--- config.mk ---
export PLATFORM = sky130hd
export DESIGN_NAME = velocity_pi_feedforward_controller_flat
export DESIGN_NICKNAME = d
export VERILOG_FILES = /design/src/rtl/vpfc_pkg.sv /design/src/rtl/vpfc_if.sv /design/src/rtl/vpfc_mul.sv /design/src/rtl/velocity_pi_feedforward_controller.sv /design/src/flat_wrapper.sv
export SDC_FILE = /design/constraint.sdc
export NUM_CORES = 2
export LEC_CHECK = 0
export ABC_AREA = 0
export ABC_CLOCK_PERIOD_IN_PS = 30800
export BUFFER_PORTS_ARGS = -buffer_cell sky130_fd_sc_hd__buf_2
export CORE_MARGIN = 4
export CORE_UTILIZATION = 38
export CTS_CLUSTER_SIZE = 16
export DETAILED_ROUTE_END_ITERATION = 10
export PLACE_DENSITY_LB_ADDON = 0.25
export SLEW_MARGIN = 10
export SYNTH_ARGS = -nofsm -noshare
export SYNTH_HDL_FRONTEND = slang
export SYNTH_SLANG_ARGS = --single-unit
--- constraint.sdc ---
create_clock -name clk_i -period 30.8 [get_ports clk_i]
set_input_delay 1.54 -clock clk_i [delete_from_list [all_inputs] [get_ports clk_i]]
set_output_delay 1.54 -clock clk_i [all_outputs]
set_load 0.01 [all_outputs]
--- src/rtl/vpfc_pkg.sv ---
// ----------------------------------------------------------------------------
// vpfc_pkg: shared types and constants
// Sequencer states, configuration register indexes and datapath widths for
// the velocity PI controller with feedforward.
// ----------------------------------------------------------------------------
package vpfc_pkg;

  localparam int unsigned CFG_IDX_W  = 3;
  localparam int unsigned CFG_DATA_W = 32;

  localparam logic [CFG_IDX_W-1:0] CFG_PROP_GAIN     = 3'd0;
  localparam logic [CFG_IDX_W-1:0] CFG_INTEG_GAIN    = 3'd1;
  localparam logic [CFG_IDX_W-1:0] CFG_DUTY_CEILING  = 3'd2;
  localparam logic [CFG_IDX_W-1:0] CFG_DUTY_FLOOR    = 3'd3;
  localparam logic [CFG_IDX_W-1:0] CFG_FF_SCALE      = 3'd4;
  localparam logic [CFG_IDX_W-1:0] CFG_BIAS_DEADBAND = 3'd5;
  localparam logic [CFG_IDX_W-1:0] CFG_BIAS_DUTIES   = 3'd6;
  localparam logic [CFG_IDX_W-1:0] CFG_MODE_FLAGS    = 3'd7;

  localparam logic OP_STEP  = 1'b0;
  localparam logic OP_CLEAR = 1'b1;

  // Shared multiplier operand and product widths.
  localparam int unsigned MUL_A_W = 41;
  localparam int unsigned MUL_B_W = 34;
  localparam int unsigned MUL_P_W = MUL_A_W + MUL_B_W;
  // Width of the low slice of the first operand; the high slice is the rest.
  localparam int unsigned MUL_SLICE_W = 21;

  // Duty accumulator with 9 fraction bits.
  localparam int unsigned ACC_W   = 60;
  localparam int unsigned INTEG_W = 40;
  localparam int unsigned EPS_Q24 = 17;

  typedef enum logic [2:0] {
    ST_IDLE,
    ST_MUL_FF,
    ST_MUL_P,
    ST_MUL_I,
    ST_MUL_DT,
    ST_INTEG,
    ST_MUL_I2,
    ST_FINISH
  } seq_state_e;

endpackage

--- src/rtl/vpfc_if.sv ---
// ----------------------------------------------------------------------------
// vpfc_if: word channels of the controller
// Input channel carries a step or clear request; output channel the duty.
// ----------------------------------------------------------------------------
interface vpfc_in_if;
  logic               valid;
  logic               ready;
  logic               operation;
  logic signed [31:0] target_speed;
  logic signed [31:0] measured_speed;
  logic [23:0]        time_step;

  modport source (output valid, operation, target_speed, measured_speed, time_step,
                  input ready);
  modport sink (input valid, operation, target_speed, measured_speed, time_step,
                output ready);
endinterface

interface vpfc_out_if;
  logic               valid;
  logic               ready;
  logic signed [15:0] duty;
  logic               integrator_held;
  logic               updated;

  modport source (output valid, duty, integrator_held, updated, input ready);
  modport sink (input valid, duty, integrator_held, updated, output ready);
endinterface

--- src/rtl/vpfc_mul.sv ---
// ----------------------------------------------------------------------------
// vpfc_mul: shared signed multiplier
// One signed product in two passes through a narrow multiplier: the low slice
// of the first operand, then the high slice accumulated on top of it.
// ----------------------------------------------------------------------------
module vpfc_mul (
  input  logic                                  clk_i,
  input  logic                                  hi_pass_i,
  input  logic signed [vpfc_pkg::MUL_A_W-1:0]   a_i,
  input  logic signed [vpfc_pkg::MUL_B_W-1:0]   b_i,
  output logic signed [vpfc_pkg::MUL_P_W-1:0]   prod_o
);
  import vpfc_pkg::*;

  logic signed [MUL_SLICE_W:0]         a_part;
  logic signed [MUL_SLICE_W+MUL_B_W:0] pp;
  logic signed [MUL_P_W-1:0]           part_q, prod_q;

  // The low slice is taken as unsigned and the high slice carries the sign.
  always_comb begin
    if (hi_pass_i) a_part = (MUL_SLICE_W + 1)'($signed(a_i[MUL_A_W-1:MUL_SLICE_W]));
    else           a_part = $signed({1'b0, a_i[MUL_SLICE_W-1:0]});
    pp = a_part * b_i;
  end

  // Operands stay put over both passes; the product holds until the next one.
  always_ff @(posedge clk_i) begin
    if (hi_pass_i) prod_q <= part_q + (MUL_P_W'(pp) <<< MUL_SLICE_W);
    else           part_q <= MUL_P_W'(pp);
  end

  assign prod_o = prod_q;

endmodule

--- src/rtl/velocity_pi_feedforward_controller.sv ---
// ----------------------------------------------------------------------------
// velocity_pi_feedforward_controller: velocity PI loop with feedforward
// Speed PI controller with target feedforward, direction bias, anti-windup,
// symmetric clamp and minimum duty.
// ----------------------------------------------------------------------------
// A control step returns its result word once a sequence is done: the
// feedforward, proportional, integral and integrator-increment products,
// and the integral product again after the update, all go one after the other
// through a single shared multiplier that forms each product from the low
// slice of the first operand, then the high slice accumulated; then the
// integrator is updated and the result is clamped and rounded, waiting while
// the output register is full. No new word is taken during a step. A clear
// word or a step with zero elapsed time answers in the cycle after acceptance.
// A new word is taken only while the sequencer is idle and the output
// register is free or being emptied in the same cycle. Configuration is
// written through a plain write port and must only change while the block is
// idle.
module velocity_pi_feedforward_controller (
  input  logic                                clk_i,
  input  logic                                rst_ni,
  input  logic                                cfg_we_i,
  input  logic [vpfc_pkg::CFG_IDX_W-1:0]      cfg_index_i,
  input  logic [vpfc_pkg::CFG_DATA_W-1:0]     cfg_wdata_i,
  vpfc_in_if.sink                             item_i,
  vpfc_out_if.source                          result_o
);
  import vpfc_pkg::*;

  // Configuration registers.
  logic [23:0]        prop_gain_q, integ_gain_q;
  logic [14:0]        duty_ceiling_q, duty_floor_q;
  logic signed [31:0] ff_scale_q;
  logic [30:0]        bias_deadband_q;
  logic [31:0]        bias_duties_q;
  logic [1:0]         mode_flags_q;

  always_ff @(posedge clk_i or negedge rst_ni) begin
    if (!rst_ni) begin
      prop_gain_q     <= 24'd6554;
      integ_gain_q    <= 24'd327680;
      duty_ceiling_q  <= 15'd32767;
      duty_floor_q    <= 15'd0;
      ff_scale_q      <= '0;
      bias_deadband_q <= '0;
      bias_duties_q   <= '0;
      mode_flags_q    <= '0;
    end else if (cfg_we_i) begin
      case (cfg_index_i)
        CFG_PROP_GAIN:     prop_gain_q     <= cfg_wdata_i[23:0];
        CFG_INTEG_GAIN:    integ_gain_q    <= cfg_wdata_i[23:0];
        CFG_DUTY_CEILING:  duty_ceiling_q  <= cfg_wdata_i[14:0];
        CFG_DUTY_FLOOR:    duty_floor_q    <= cfg_wdata_i[14:0];
        CFG_FF_SCALE:      ff_scale_q      <= signed'(cfg_wdata_i);
        CFG_BIAS_DEADBAND: bias_deadband_q <= cfg_wdata_i[30:0];
        CFG_BIAS_DUTIES:   bias_duties_q   <= cfg_wdata_i;
        CFG_MODE_FLAGS:    mode_flags_q    <= cfg_wdata_i[1:0];
        default: ;
      endcase
    end
  end

  logic rev_allowed, up_positive;
  assign rev_allowed = mode_flags_q[0];
  assign up_positive = mode_flags_q[1];

  // Sequencer and datapath registers.
  seq_state_e state_q, state_d;
  logic       half_q, half_d;

  logic signed [32:0]        tgt_q, tgt_d;
  logic signed [32:0]        meas_q, meas_d;
  logic signed [33:0]        err_q, err_d;
  logic [23:0]               dt_q, dt_d;
  logic signed [ACC_W-1:0]   acc_q, acc_d;
  logic                      held_q, held_d;
  logic signed [INTEG_W-1:0] integ_q, integ_d;
  logic signed [15:0]        last_duty_q, last_duty_d;

  logic                      out_valid_q, out_valid_d;
  logic signed [15:0]        out_duty_q, out_duty_d;
  logic                      out_held_q, out_held_d;
  logic                      out_upd_q, out_upd_d;

  logic out_free, accept;
  assign out_free = !out_valid_q || result_o.ready;
  assign accept   = item_i.valid && item_i.ready;

  assign item_i.ready             = (state_q == ST_IDLE) && out_free;
  assign result_o.valid           = out_valid_q;
  assign result_o.duty            = out_duty_q;
  assign result_o.integrator_held = out_held_q;
  assign result_o.updated         = out_upd_q;

  // Shared multiplier; half_q selects the high pass of each product.
  logic signed [MUL_A_W-1:0] mul_a;
  logic signed [MUL_B_W-1:0] mul_b;
  logic signed [MUL_P_W-1:0] prod;

  vpfc_mul u_mul (
    .clk_i     (clk_i),
    .hi_pass_i (half_q),
    .a_i       (mul_a),
    .b_i       (mul_b),
    .prod_o    (prod)
  );

  always_comb begin
    mul_a = '0;
    mul_b = '0;
    case (state_q)
      ST_MUL_FF: begin
        mul_a = MUL_A_W'(ff_scale_q);
        mul_b = MUL_B_W'(tgt_q);
      end
      ST_MUL_P: begin
        mul_a = $signed({17'd0, prop_gain_q});
        mul_b = err_q;
      end
      ST_MUL_I, ST_MUL_I2: begin
        mul_a = MUL_A_W'(integ_q);
        mul_b = $signed({10'd0, integ_gain_q});
      end
      ST_MUL_DT: begin
        mul_a = MUL_A_W'(err_q);
        mul_b = $signed({10'd0, dt_q});
      end
      default: ;
    endcase
  end

  // Input conditioning: absolute values when reverse is not allowed.
  logic signed [32:0] tgt_in, meas_in;
  always_comb begin
    tgt_in  = 33'(item_i.target_speed);
    meas_in = 33'(item_i.measured_speed);
    if (!rev_allowed) begin
      if (tgt_in < 0)  tgt_in  = -tgt_in;
      if (meas_in < 0) meas_in = -meas_in;
    end
  end

  // Direction bias chosen with the deadband; target first, then measurement.
  logic [32:0]             tgt_mag, meas_mag;
  logic                    dir_pos, dir_neg;
  logic signed [15:0]      bias_up, bias_down, bias_sel;
  logic signed [ACC_W-1:0] bias_term;
  always_comb begin
    tgt_mag   = tgt_q[32] ? 33'(-tgt_q) : 33'(tgt_q);
    meas_mag  = meas_q[32] ? 33'(-meas_q) : 33'(meas_q);
    dir_pos   = 1'b0;
    dir_neg   = 1'b0;
    if (tgt_mag > {2'b00, bias_deadband_q}) begin
      dir_pos = (tgt_q > 0);
      dir_neg = !(tgt_q > 0);
    end else if (meas_mag > {2'b00, bias_deadband_q}) begin
      dir_pos = (meas_q > 0);
      dir_neg = !(meas_q > 0);
    end
    bias_up   = signed'(bias_duties_q[15:0]);
    bias_down = signed'(bias_duties_q[31:16]);
    bias_sel  = '0;
    if (dir_pos)      bias_sel = up_positive ? bias_up : bias_down;
    else if (dir_neg) bias_sel = up_positive ? bias_down : bias_up;
    bias_term = ACC_W'(bias_sel) <<< 9;
  end

  // Product terms scaled to the accumulator's 9 fraction bits, floor rounding.
  logic signed [ACC_W-1:0] ff_term, pi_term, u_sum;
  logic signed [ACC_W-1:0] lim, flr, u_cl, u_mag;
  logic [14:0]             ceil_d, floor_d;
  logic signed [ACC_W-1:0] u_rnd;
  logic signed [33:0]      inc;
  logic signed [INTEG_W:0] integ_sum;
  logic signed [INTEG_W:0] integ_max, integ_min;

  always_comb begin
    ff_term = ACC_W'(prod >>> 16);
    pi_term = ACC_W'(prod >>> 8);
    u_sum   = acc_q + pi_term;

    ceil_d  = (duty_ceiling_q > duty_floor_q) ? duty_ceiling_q : duty_floor_q;
    floor_d = (duty_ceiling_q > duty_floor_q) ? duty_floor_q : duty_ceiling_q;
    lim     = $signed({(ACC_W - 24)'(0), ceil_d, 9'd0});
    flr     = $signed({(ACC_W - 24)'(0), floor_d, 9'd0});

    // Integrator increment rounded to nearest, ties up.
    inc       = 34'((prod + MUL_P_W'(64'sd1 <<< 23)) >>> 24);
    integ_sum = (INTEG_W + 1)'(integ_q) + (INTEG_W + 1)'(inc);
    integ_max = (INTEG_W + 1)'({1'b0, {(INTEG_W - 1){1'b1}}});
    integ_min = -integ_max - (INTEG_W + 1)'(1);

    // Clamp, minimum duty, reverse cut and final rounding.
    u_cl = u_sum;
    if (u_cl > lim)  u_cl = lim;
    if (u_cl < -lim) u_cl = -lim;
    u_mag = (u_cl < 0) ? -u_cl : u_cl;
    if ((floor_d != '0) && (u_cl != '0) && (u_mag < flr)) begin
      if (tgt_q != '0) u_cl = (u_cl >= 0) ? flr : -flr;
      else             u_cl = '0;
    end
    if (!rev_allowed && (u_cl < 0)) u_cl = '0;
    u_rnd = (u_cl + ACC_W'(256)) >>> 9;
  end

  // Next state. Each multiply state holds through both passes, low then high.
  always_comb begin
    state_d = state_q;
    case (state_q)
      ST_MUL_FF, ST_MUL_P, ST_MUL_I, ST_MUL_DT, ST_MUL_I2: half_d = !half_q;
      default: half_d = 1'b0;
    endcase
    case (state_q)
      ST_IDLE: begin
        if (accept && (item_i.operation == OP_STEP) && (item_i.time_step != '0)) begin
          state_d = ST_MUL_FF;
        end
      end
      ST_MUL_FF: if (half_q) state_d = ST_MUL_P;
      ST_MUL_P:  if (half_q) state_d = ST_MUL_I;
      ST_MUL_I:  if (half_q) state_d = ST_MUL_DT;
      ST_MUL_DT: if (half_q) state_d = ST_INTEG;
      ST_INTEG:  state_d = ST_MUL_I2;
      ST_MUL_I2: if (half_q) state_d = ST_FINISH;
      ST_FINISH: begin
        if (out_free) state_d = ST_IDLE;
      end
      default: state_d = ST_IDLE;
    endcase
  end

  // Datapath and output updates.
  always_comb begin
    tgt_d       = tgt_q;
    meas_d      = meas_q;
    err_d       = err_q;
    dt_d        = dt_q;
    acc_d       = acc_q;
    held_d      = held_q;
    integ_d     = integ_q;
    last_duty_d = last_duty_q;
    out_valid_d = out_valid_q && !result_o.ready;
    out_duty_d  = out_duty_q;
    out_held_d  = out_held_q;
    out_upd_d   = out_upd_q;
    case (state_q)
      ST_IDLE: begin
        if (accept) begin
          if (item_i.operation == OP_CLEAR) begin
            integ_d     = '0;
            last_duty_d = '0;
            out_valid_d = 1'b1;
            out_duty_d  = '0;
            out_held_d  = 1'b0;
            out_upd_d   = 1'b0;
          end else if (item_i.time_step == '0) begin
            out_valid_d = 1'b1;
            out_duty_d  = last_duty_q;
            out_held_d  = 1'b0;
            out_upd_d   = 1'b0;
          end else begin
            tgt_d  = tgt_in;
            meas_d = meas_in;
            err_d  = 34'(tgt_in) - 34'(meas_in);
            dt_d   = item_i.time_step;
          end
        end
      end
      ST_MUL_P: acc_d = ff_term + bias_term;
      ST_MUL_I: begin
        // The proportional product is added once, on the high pass.
        if (half_q) acc_d = u_sum;
      end
      ST_MUL_DT: begin
        // Anti-windup: freeze when already at a limit and pushing further.
        held_d = ((u_sum >= lim - $signed(ACC_W'(EPS_Q24))) && (err_q > 0)) ||
                 ((u_sum <= -lim + $signed(ACC_W'(EPS_Q24))) && (err_q < 0));
        acc_d  = acc_q;
      end
      ST_INTEG: begin
        if (!held_q) begin
          if (integ_sum > integ_max)      integ_d = INTEG_W'(integ_max);
          else if (integ_sum < integ_min) integ_d = INTEG_W'(integ_min);
          else                            integ_d = INTEG_W'(integ_sum);
        end
      end
      ST_FINISH: begin
        if (out_free) begin
          last_duty_d = 16'(u_rnd);
          out_valid_d = 1'b1;
          out_duty_d  = 16'(u_rnd);
          out_held_d  = held_q;
          out_upd_d   = 1'b1;
        end
      end
      default: ;
    endcase
  end

  // Control registers.
  always_ff @(posedge clk_i or negedge rst_ni) begin
    if (!rst_ni) begin
      state_q     <= ST_IDLE;
      half_q      <= 1'b0;
      out_valid_q <= 1'b0;
      integ_q     <= '0;
      last_duty_q <= '0;
    end else begin
      state_q     <= state_d;
      half_q      <= half_d;
      out_valid_q <= out_valid_d;
      integ_q     <= integ_d;
      last_duty_q <= last_duty_d;
    end
  end

  // Payload registers.
  always_ff @(posedge clk_i) begin
    tgt_q      <= tgt_d;
    meas_q     <= meas_d;
    err_q      <= err_d;
    dt_q       <= dt_d;
    acc_q      <= acc_d;
    held_q     <= held_d;
    out_duty_q <= out_duty_d;
    out_held_q <= out_held_d;
    out_upd_q  <= out_upd_d;
  end

endmodule

--- src/flat_wrapper.sv ---
// flat-port wrapper written by rule: the top's interface ports become plain ports
module velocity_pi_feedforward_controller_flat import vpfc_pkg::*;
  (clk_i, rst_ni, cfg_we_i, cfg_index_i, cfg_wdata_i, item_i_valid, item_i_operation, item_i_target_speed, item_i_measured_speed, item_i_time_step, item_i_ready, result_o_valid, result_o_duty, result_o_integrator_held, result_o_updated, result_o_ready);
  vpfc_in_if item_i_i ();
  vpfc_out_if result_o_i ();
  input  logic clk_i;
  input  logic rst_ni;
  input  logic cfg_we_i;
  input  logic [vpfc_pkg::CFG_IDX_W-1:0] cfg_index_i;
  input  logic [vpfc_pkg::CFG_DATA_W-1:0] cfg_wdata_i;
  input wire logic [$bits(item_i_i.valid)-1:0] item_i_valid;
  input wire logic [$bits(item_i_i.operation)-1:0] item_i_operation;
  input wire logic [$bits(item_i_i.target_speed)-1:0] item_i_target_speed;
  input wire logic [$bits(item_i_i.measured_speed)-1:0] item_i_measured_speed;
  input wire logic [$bits(item_i_i.time_step)-1:0] item_i_time_step;
  output wire logic [$bits(item_i_i.ready)-1:0] item_i_ready;
  output wire logic [$bits(result_o_i.valid)-1:0] result_o_valid;
  output wire logic [$bits(result_o_i.duty)-1:0] result_o_duty;
  output wire logic [$bits(result_o_i.integrator_held)-1:0] result_o_integrator_held;
  output wire logic [$bits(result_o_i.updated)-1:0] result_o_updated;
  input wire logic [$bits(result_o_i.ready)-1:0] result_o_ready;
  assign item_i_i.valid = item_i_valid;
  assign item_i_i.operation = item_i_operation;
  assign item_i_i.target_speed = item_i_target_speed;
  assign item_i_i.measured_speed = item_i_measured_speed;
  assign item_i_i.time_step = item_i_time_step;
  assign item_i_ready = item_i_i.ready;
  assign result_o_valid = result_o_i.valid;
  assign result_o_duty = result_o_i.duty;
  assign result_o_integrator_held = result_o_i.integrator_held;
  assign result_o_updated = result_o_i.updated;
  assign result_o_i.ready = result_o_ready;
  velocity_pi_feedforward_controller u_core (.clk_i(clk_i), .rst_ni(rst_ni), .cfg_we_i(cfg_we_i), .cfg_index_i(cfg_index_i), .cfg_wdata_i(cfg_wdata_i), .item_i(item_i_i), .result_o(result_o_i));
endmodule
Word-level counts from Yosys, hierarchy flattened:

Index checks and enable logic that the tools add are counted.
Widths: inputs -> output; s select.

* bits in registers: 570
* input port bits: 129
* output and inout bits: 20
* logic and storage cells: 194

* $add $sub $neg: 16
* multipliers: 1
* order comparisons: 19
* eq/ne operators: 25
* muxes and demuxes: 63
* bitwise gates (word level): 2
* reductions and logical operators: 44

Operators with widths (number)
* $mux 60: 7
* $mux 40: 5
* $mux 33: 6
* $pmux 41 s4: 1
* $mux 16: 10
* $pmux 34 s4: 1
* $lt 60x1->1 const B: 2
* $neg 24->60: 2
* $pmux 60 s2: 1
* $pmux 40 s2: 1
* $add 56x75->75: 1
* $gt 33x1->1 const B: 2
* $gt 33x31->1: 2
* $neg 32->33: 2
* $neg 33->33: 2
* $lt 32x1->1 const B: 2
* $pmux 16 s2: 2
* $add 59x25->60: 1
* $add 60x6->60 const B: 1
* $add 60x60->60: 1
* $ge 60x1->1 const B: 1
* $ge 60x60->1: 1
* $gt 60x25->1: 1
* $le 60x60->1: 1
* other kinds (43): 114

Logic depth before layout (Yosys ltp):

* depth after elaboration: 17
* gate-level depth with buffers: 77
* gate-level depth less buffers: 67

Modules after synthesis:

Synthesis repeated with hierarchy kept, for this count alone.

* cell total of the unflattened synthesis: 8366
* area total of the unflattened synthesis: 75950.3 um2

Modules (own cells, without submodules)
* velocity_pi_feedforward_controller: times used 1, cells each 4918, area an instance 42924.9 um2
* vpfc_mul: times used 1, cells each 3448, area an instance 33025.4 um2

Worst setup path after synthesis:

Ideal clock, no wire load.

* kind: register to register
* from: register u_core.duty_floor_q[14]
* to: register u_core.out_duty_q[15] (netlist: u_core.result_o.duty[15]), data pin
* setup time: 0.268 ns
* arrival time: 14.994 ns
* data required time: 30.532 ns
* path slack: 15.538 ns
* cell stages (with the launch flop): 73
* path buffers: 15
* clock period less this slack: 15.262 ns
* cell sequence: dfrtp_1 > inv_1 > ha_1 > nand4_1 > nor3_1 > o31ai_1 > a32oi_1 > clkbuf_1 > clkbuf_1 > buf_1 > buf_1 > mux2i_1 > inv_1 > ha_1 > nor4_1 > nand4_1 > o41ai_1 > a31oi_1 > [37 not listed] > a2111oi_0 > or4b_1 > buf_4 > nand2_8 > buf_8 > nand2_1 > a21oi_1 > ha_1 > clkbuf_1 > nand2_1 > or3_1 > nor2_1 > and3_1 > nand3_1 > nor4_1 > xnor2_1 > mux2i_1 > o21ai_0

* word-level cells in the longest chain between the ends: 17
* elaborated cells on any way between the ends: 27

Ends and longest elaborated chain
* start: declaration: line velocity_pi_feedforward_controller.sv:31 `logic [14:0] duty_ceiling_q, duty_floor_q;`
* start signal: assignment: line velocity_pi_feedforward_controller.sv:52 `CFG_DUTY_FLOOR: duty_floor_q <= cfg_wdata_i[14:0];`
* $gt 15x15->1: line velocity_pi_feedforward_controller.sv:181, velocity_pi_feedforward_controller.sv:182
* $mux 15: line velocity_pi_feedforward_controller.sv:181 `ceil_d = (duty_ceiling_q > duty_floor_q) ? duty_ceiling_q : duty_floor_q;`
* $gt 60x25->1: line velocity_pi_feedforward_controller.sv:194 `if (u_cl > lim) u_cl = lim;`
* $mux 60: line velocity_pi_feedforward_controller.sv:194
* $lt 60x60->1: line velocity_pi_feedforward_controller.sv:195 `if (u_cl < -lim) u_cl = -lim;`
* $mux 60: line velocity_pi_feedforward_controller.sv:195
* $neg 60->60 or $lt 60x1->1 (tied branches): line velocity_pi_feedforward_controller.sv:196 `u_mag = (u_cl < 0) ? -u_cl : u_cl;`
* $mux 60: line velocity_pi_feedforward_controller.sv:196
* [2 not listed]
* $mux 60 (*): line velocity_pi_feedforward_controller.sv:197 `if ((floor_d != '0) && (u_cl != '0) && (u_mag < flr)) begin`
* $lt 60x1->1: line velocity_pi_feedforward_controller.sv:201 `if (!rev_allowed && (u_cl < 0)) u_cl = '0;`
* $logic_and 1x1->1: line velocity_pi_feedforward_controller.sv:201
* $mux 25 (*): line velocity_pi_feedforward_controller.sv:201
* $add 25x10->25 (*): line velocity_pi_feedforward_controller.sv:202 `u_rnd = (u_cl + ACC_W'(256)) >>> 9;`
* $mux 16 (*): line velocity_pi_feedforward_controller.sv:287 `if (out_free) begin`
* $pmux 16 s2 (*): line velocity_pi_feedforward_controller.sv:245 `case (state_q)`
* via u_core.out_duty_d[15]: line velocity_pi_feedforward_controller.sv:80 `logic signed [15:0] out_duty_q, out_duty_d;`
* end signal: assignment: line velocity_pi_feedforward_controller.sv:324 `out_duty_q <= out_duty_d;`
* end: declaration: line velocity_pi_feedforward_controller.sv:80

The timed path passes the listed nets; every way through them passes the cells marked *. The select of a mux whose other input is x is not followed.
A chain may end at the register's enable or synchronous reset.

Final worst setup path:

Ends and elaborated chain as after synthesis.

==> reports/results.ini <==
[yosys]
synth_area_leaders = fa_1, edfxtp_1, ha_1
synth_top_area_cell = fa_1
seq_area_frac_synth_pct = 21.5
ys_async_sr_fraction_pct = 42.6
synth_area_per_cell_um2 = 9.03
syn_inst = 7991
synth_common_cells = nand2_1, inv_1, fa_1
synth_area_um2 = 72100
synth.distinct_cells = 104
synth_edf_count = 318
synth.most_common_cell = nand2_1
ys_warn_count = 0
synth_top_cell_area_share_pct = 20.7
yosys_most_used_dff = edfxtp_1
yosys_register_bits = 554
synthesis.nets = 9516

[worst_setup_path]
crit_path_end_kind = register
reg2reg_from = u_core.duty_floor_q[14]$_DFFE_PN0P_
cp_max_fo = 61
critical_path.slowest_cell = nor2_1
crit_start = u_core.duty_floor_q[14]$_DFFE_PN0P_
cpMostUsedCell = a21oi_1
max_stage_delay_ns = 0.94
arrival_ns = 17.16
start_kind = register
crit_required_ns = 31.21
criticalPathCategory = register to register

[clocking]
cts_buffers = 69
tritoncts = built
cts_resized = 0
cts_max_level = 3
cts_sinks = 554
clk_path_buf_depth = 3
cts_setup_buffers = 0
clk_pin_slew_ns = 0.06
cts-root-buf = clkbuf_16
ctsHoldBuffers = 0
clkLatencyLatePin_ns = 0.68

[flow_run]
max_cap_viol_count = 0

[worst_hold_path]
worstHoldStart = u_core.u_mul.part_q[11]$_DFFE_PN_
min_path_type = register to register

[status]
status = finished, final reports clean

[placement]
preCtsSetupSlack_ns = 14.27
portBuffers = 148
placed_cell_area_um2 = 76400
place.gp.congestion = 0.963
hpwl_um = 208000

[routing]
drc = 0
drt-total-wl_um = 261000
num_vias = 61500
wl_per_cell_um = 24.5
drtPass1Iterations = 6
postRouteAntennaNets = 0
dr.first_iter.drc_count = 5554
avgViaCountPerCell = 5.79

[global_route]
grt-ovfl-total = 0
antenna_found_initial = 7
grt_pass1_vias = 61300
grt_max_degree = 128
grt_usage_pct = 25.9
grt_pass1_wl_um = 391000

[sta]
finalClockSkew_ns = 0.0403
tns_ns = 0
setup_slack_ns = 14.05
setup_viol = 0
max_slew_margin_pct = 15.2
hold_slack_ns = 0.428
finalHoldViolations = 0
finalCriticalPeriod_ns = 16.75
tightest_slew_ns = 1.26
fin_crit_sh_pct = 54.4
max_freq_ghz = 0.0597
slew_violations = 0
rsz0062_at_grt = no

[finish]
final_cell_area_um2 = 78900
fillerInstances = 18800
area_delta_synth_final_pct = 9.37
seq_area_um2 = 15500
drive_gt1_share_pct = 9.41
multiInputGateArea_um2 = 52300
layout.nets = 9595

[die]
coreArea_um2 = 188000
start_util_pct = 38.3
row_count = 159
die_x_um = 444
pin_count = 149
die_h_um = 444
die_area_um2 = 197000

[cells by family after synthesis]
family                     share of synthesized area [%]
DFF                                                 21.5
adders and majority gates                           32.1
xor gates and xnor gates                            5.49
buffers and inverters                               6.53
muxes                                               3.65
AOI/OAI and AO/OA                                   14.9
and+or+nand+nor                                     15.9
[area by class of cell]
cell class / instances / share of cell area (%)
inverter: 939 / 4.47
multi-input combinational: 6193 / 66.3
clock inverter: 42 / 0.766
sequential: 554 / 19.6
timing repair buffer: 313 / 2.52
antenna: 3 / 0.00952
clock buffer: 85 / 2.33
tap: 2495 / 3.96
[critical path, delay by kind of cell, from the launching register on]
family                   cells  cell delay [ns]
buffers and inverters        3             1.11
AND/OR/NAND/NOR             22             6.36
flip-flops                   1             0.39
XOR/XNOR                     2             0.26
adder cells (fa/ha/maj)      5             1.71
multiplexers                 2             0.85
AO/OA/AOI/OAI               24             5.75
[final timing paths]
check / end / slack [ns] / cells after the start
max in group asynchronous: u_core.state_q[1]$_DFFE_PN0P_ / 28.34 / 2
worst max register to register: u_core.result_o.duty[15]$_DFFE_PP_ / 14.05 / 58
worst min-delay path: u_core.u_mul.prod_o[11]$_DFFE_PP_ / 0.43 / 0
worst min register to register: u_core.u_mul.prod_o[11]$_DFFE_PP_ / 0.43 / 0
worst max-delay path: u_core.result_o.duty[15]$_DFFE_PP_ / 14.05 / 58
min in group asynchronous: u_core.bias_duties_q[31]$_DFFE_PN0P_ / 0.98 / 1
[routing by layer]
| layer | wire, µm | vias up | track usage [%] |
|---|---|---|---|
| li1 | - | 27700 | - |
| met1 | 112000 | 31000 | 35.4 |
| met2 | 121000 | 2280 | 42.5 |
| met3 | 17300 | 467 | 3.41 |
| met4 | 10400 | 4 | 8.88 |
| met5 | 24 | - | 0 |
[state kept, by name, summed over array words and instances, names as in the netlist, 31 cells and up]
register                cells
u_core.acc_q               60
u_core.bias_deadband_q     31
u_core.err_q               34
u_core.ff_scale_q          32
u_core.meas_q              33
u_core.tgt_q               33
u_core.integ_q             40
u_core.u_mul.part_q        48
u_core.u_mul.prod_o        67
u_core.bias_duties_q       32
[placed cells by master, fill, tap and decap left out, types with 24 or more instances in the layout]
cell / n
nor4_1: 43
xnor2_1: 319
o31ai_1: 50
buf_4: 165
ha_1: 650
and2_1: 91
buf_2: 147
mux2i_1: 43
a22oi_1: 65
or2_2: 29
dfrtp_1: 210
or3_1: 60
fa_1: 746
nor2b_1: 82
o21ai_0: 281
a21oi_1: 430
o41ai_1: 25
and3_1: 49
a211oi_1: 33
nor3_1: 138
o21bai_1: 43
nor2_1: 577
nand4_1: 89
a31oi_1: 53
a221o_1: 55
o21a_1: 36
inv_1: 932
dfstp_2: 24
nand3_1: 145
xor2_1: 133
a221oi_1: 75
clkbuf_16: 69
nand2b_1: 66
edfxtp_1: 318
o211ai_1: 28
or4_1: 24
mux2_2: 192
nand2_1: 1005
a21o_1: 181
[stage by stage]
stage | instances | utilization [%]
floorplan | 7991 | -
detailed placement | 10500 | 40.6
CTS | 10600 | 41.9
global placement | 10500 | 40.6
finish | 10600 | 41.9
global route | 10600 | 41.9
Power is not shown: default switching activity piles up to over one toggle a cycle in this logic, so the estimate is an artifact.
